[config.mk]
export PLATFORM = sky130hd
export DESIGN_NAME = sqlf_front
export DESIGN_NICKNAME = d
export VERILOG_FILES = /design/src/rtl/sqlf_pkg.sv /design/src/rtl/sqlf_front.sv
export SDC_FILE = /design/constraint.sdc
export NUM_CORES = 1
export LEC_CHECK = 0
export BUFFER_PORTS_ARGS = -buffer_cell sky130_fd_sc_hd__buf_2
export CORE_MARGIN = 8
export CORE_UTILIZATION = 35
export CTS_CLUSTER_DIAMETER = 80
export CTS_CLUSTER_SIZE = 30
export DETAILED_ROUTE_END_ITERATION = 8
export PLACE_DENSITY_LB_ADDON = 0.05
export RECOVER_POWER = 25
export SLEW_MARGIN = 10
export SYNTH_ARGS = -nofsm -noshare
export SYNTH_HDL_FRONTEND = slang
export SYNTH_SLANG_ARGS = --single-unit
[constraint.sdc]
create_clock -name i_clk -period 6.06 [get_ports i_clk]
set_clock_uncertainty 0.15 [all_clocks]
set_input_delay 0.909 -clock i_clk [delete_from_list [all_inputs] [get_ports i_clk]]
set_output_delay 0.909 -clock i_clk [all_outputs]
set_load 0.01 [all_outputs]
[src/rtl/sqlf_pkg.sv]
// sqlf_pkg: shared types and operation codes for the store queue
// no dependencies
`timescale 1ns / 1ps

package sqlf_pkg;

    localparam logic [1:0] OP_STORE  = 2'd0;
    localparam logic [1:0] OP_LOAD   = 2'd1;
    localparam logic [1:0] OP_RETIRE = 2'd2;

    // classified item handed from front to back
    typedef struct packed {
        logic [1:0]  op;
        logic [63:0] addr;
        logic [3:0]  size;
        logic [63:0] data;
    } t_cmd;

endpackage

[src/rtl/sqlf_front.sv]
// sqlf_front: accepts commands, saturates size, widens address, masks data, holds a
// two-entry command queue toward the back end; depends on sqlf_pkg
`timescale 1ns / 1ps

module sqlf_front #(
    parameter int ADDR_BITS = 48,
    parameter int MAX_BYTES = 8
) (
    input  logic             i_clk,
    input  logic             i_rst_n,
    input  logic             start,
    output logic             busy,
    input  logic [1:0]       i_operation,
    input  logic [ADDR_BITS-1:0] i_address,
    input  logic [3:0]       i_access_size,
    input  logic [63:0]      i_store_data,
    output logic             o_cmd_valid,
    output sqlf_pkg::t_cmd   o_cmd,
    input  logic             i_cmd_pop
);
    sqlf_pkg::t_cmd r_q [2];
    logic           r_wp, r_rp;
    logic [1:0]     r_cnt;
    sqlf_pkg::t_cmd w_cmd;
    logic [3:0]     w_size;
    logic           w_push;

    always_comb begin
        w_size = (i_access_size > 4'(MAX_BYTES)) ? 4'(MAX_BYTES) : i_access_size;
        w_cmd.op   = i_operation;
        w_cmd.addr = 64'(i_address);
        w_cmd.size = w_size;
        for (int b = 0; b < 8; b++) begin
            w_cmd.data[8*b +: 8] = (4'(b) < w_size) ? i_store_data[8*b +: 8] : 8'h00;
        end
    end

    assign busy        = (r_cnt == 2'd2);
    assign w_push      = start && !busy;
    assign o_cmd_valid = (r_cnt != 2'd0);
    assign o_cmd       = r_q[r_rp];

    always_ff @(posedge i_clk) begin
        if (!i_rst_n) begin
            r_wp  <= 1'b0;
            r_rp  <= 1'b0;
            r_cnt <= 2'd0;
        end else begin
            if (w_push) r_wp <= ~r_wp;
            if (i_cmd_pop) r_rp <= ~r_rp;
            r_cnt <= r_cnt + 2'(w_push) - 2'(i_cmd_pop);
        end
        if (w_push) r_q[r_wp] <= w_cmd;
    end
endmodule

==> metrics.txt <==
run status complete, no violations; ys async rst share 0; die area 0.03219 mm2; met3 wire len 1.729 mm; CP arrival 2.79 ns; fill cell count 2480; clock root cell clkbuf_16; clock latency on the worst-skew pair 0.48 ns; power per cell area 330.8 mW/mm2; Synth top area share 0.7581; site row count 60; Max-Slew Margin vs Limit 0.1788; Pleak 4.145 nW; most frequent cell after synthesis edfxtp_1; synth top area cells edfxtp_1 76%, mux2_2 14%, nor2b_1 3.9%; Initial Util 0.3517; post-route clock period utilization 0.6354; die width 179.4 um; io pins 258; core area 0.02658 mm2; IR drop worst, VDD 0.2082 mV; Multi-input gate area 0.001996 mm2; DR iter-0 viols 196; Netlist Area Pre-Place 0.009348 mm2; CTS tree yes; top sig layer met5; Fin. Hold Viols 0; DRT met1 WL 8.696 mm; # setup viols final 0; syn_area_per_cell 19.12 um2; area occupied by registers 0.007191 mm2; Worst Path Required 5.00 ns; R2R setup slack 3.17 ns; largest area contributor in the netlist edfxtp_1; critical path capture point type output port; worst-path fanout max 70; buffer levels on the longest clock path 3; met2 WL 10.39 mm; WHS Path Cells 2; CP Launch Type flip-flop; min Tclk post-route 3.851 ns; All-Layer GR Usage 0.1272; list of most frequent post-synthesis cells 236 x edfxtp_1, 118 x mux2_2, 59 x nor2b_1; first drt pass iteration count 4; overflow left after global routing 0; reg2reg path depth 3; clock sink count 241; Post-Synthesis Cells 489; first-pass GRT wire length 32.29 mm; DR vias 4917; worst slew pin tran 1.232 ns; Total Routed Length 21.10 mm; post-route cell area 0.01130 mm2; Worst Slack Setup Final 2.209 ns; number of synthesized flops with an enable pin 236; Area Overhead vs Synth 20.93%; RSZ-0062 raised after global routing false; Residual DRC 0; Seq/Total Area, Yosys 0.7688; synthesized flop and latch total 241; largest net degree at the start of global routing 71; worst min path class reg2reg; clk slew on worst S/H paths 0.09 ns; Nets 857; share of layout cells above drive strength 1 0.4872; hold path startpoint r_rp; H-tree depth 1; ANT nets after route 0; reg-to-reg startpoint r_cnt[0]; Util after Layout 0.4254; post-CTS sizing 0; routed len/inst 19.46 um; setup bufs post-CTS 0; total CTS buffers 14; setup total negative slack 0 ns; Final Max Tran Viols 0; Post-Place Cells 1058; Die Y 179.4 um; hold slack 0.3741 ns; initial antenna violation count 3; worst r2r dst r_q[1][102]; fmax 259.7 MHz; hpwl dp 14.61 mm; crit path kind reg2out; Power Total 3.740 mW; vias in the first global route 5425; Finished Layout Cells 1084; reported max-cap violation count 0; gpl congestion 0.7178; Cell Area, Placed 0.01087 mm2; Post-Place Worst Slack 2.614 ns; Vias/cell 4.536; I/O Buffers 241; Synth Flop Type edfxtp_1; count of unique library cells instantiated by Yosys 28; yosys warns 0; Post-CTS Hold Buffers 0
[registers in the layout (all words and copies together) (netlist names), named ones only]
register,flops
r_wp,1
r_cnt,2
r_rp,1
r_q,236
[layout by cell type, fill, tap and decap left out, types with 2 or more instances in the layout]
| cell type | count |
|---|---|
| conb_1 | 16 |
| clkbuf_16 | 15 |
| edfxtp_1 | 236 |
| dfxtp_1 | 4 |
| and2_0 | 8 |
| nor2_1 | 4 |
| clkinv_2 | 2 |
| buf_2 | 208 |
| clkinv_4 | 2 |
| and2_1 | 2 |
| nand2b_1 | 2 |
| nand2_1 | 2 |
| buf_4 | 5 |
| nor3_2 | 2 |
| inv_1 | 3 |
| mux2_2 | 118 |
| clkbuf_1 | 34 |
| ha_1 | 2 |
| diode_2 | 2 |
| nor2b_1 | 59 |
[worst max-delay path by stage]
stage              start   endpoint  slack, ns  cells after the start
2_1_floorplan      start  r_q[0][0]       1.40                      2
3_3_place_gp   flip-flop  o_cmd[61]       2.62                      3
3_5_place_dp   flip-flop  o_cmd[61]       2.61                      3
4_1_cts        flip-flop  o_cmd[61]       2.06                      3
5_1_grt        flip-flop  o_cmd[81]       1.98                      3
6_report       flip-flop  o_cmd[95]       2.21                      3
[cell type report]
| class | count | area share |
|---|---|---|
| sequential | 241 | 0.6361 |
| multi-input combinational | 227 | 0.1765 |
| timing repair buffer | 246 | 0.1064 |
| tap | 341 | 0.03774 |
| clock buffer | 16 | 0.03354 |
| clock inverter | 8 | 0.008301 |
| inverter | 3 | 0.0009961 |
| antenna | 2 | 0.0004427 |
[kinds of logic after synthesis]
family | Yosys count | synth area share
XOR/XNOR | 2 | 0.001874
buffers and inverters | 36 | 0.02449
other | 1 | 0.0004012
AND/OR/NAND/NOR | 84 | 0.05501
AO/OA/AOI/OAI | 4 | 0.003480
multiplexers | 119 | 0.1432
adder cells (fa/ha/maj) | 2 | 0.002677
flip-flops | 241 | 0.7688
[report_power, final]
part	switching [mW]	internal [mW]	total, mW	leakage (nW)
Combinational	0.331	0.248	0.579	1.65
Sequential	0.0558	2.04	2.10	2.26
Clock	0.551	0.513	1.06	0.234
[metal layers]
metal,track usage,up-vias
li1,-,2296
met2,0.2175,164
met4,0.02634,6
met1,0.1521,2431
met3,0.04657,20
met5,0,-
[worst max-delay path: stages, from the launching register on]
cell	delay, ns
dfxtp_4	0.99
buf_4	0.66
mux2_2	0.42
buf_2	0.15
(Power assumes the default switching activity.)
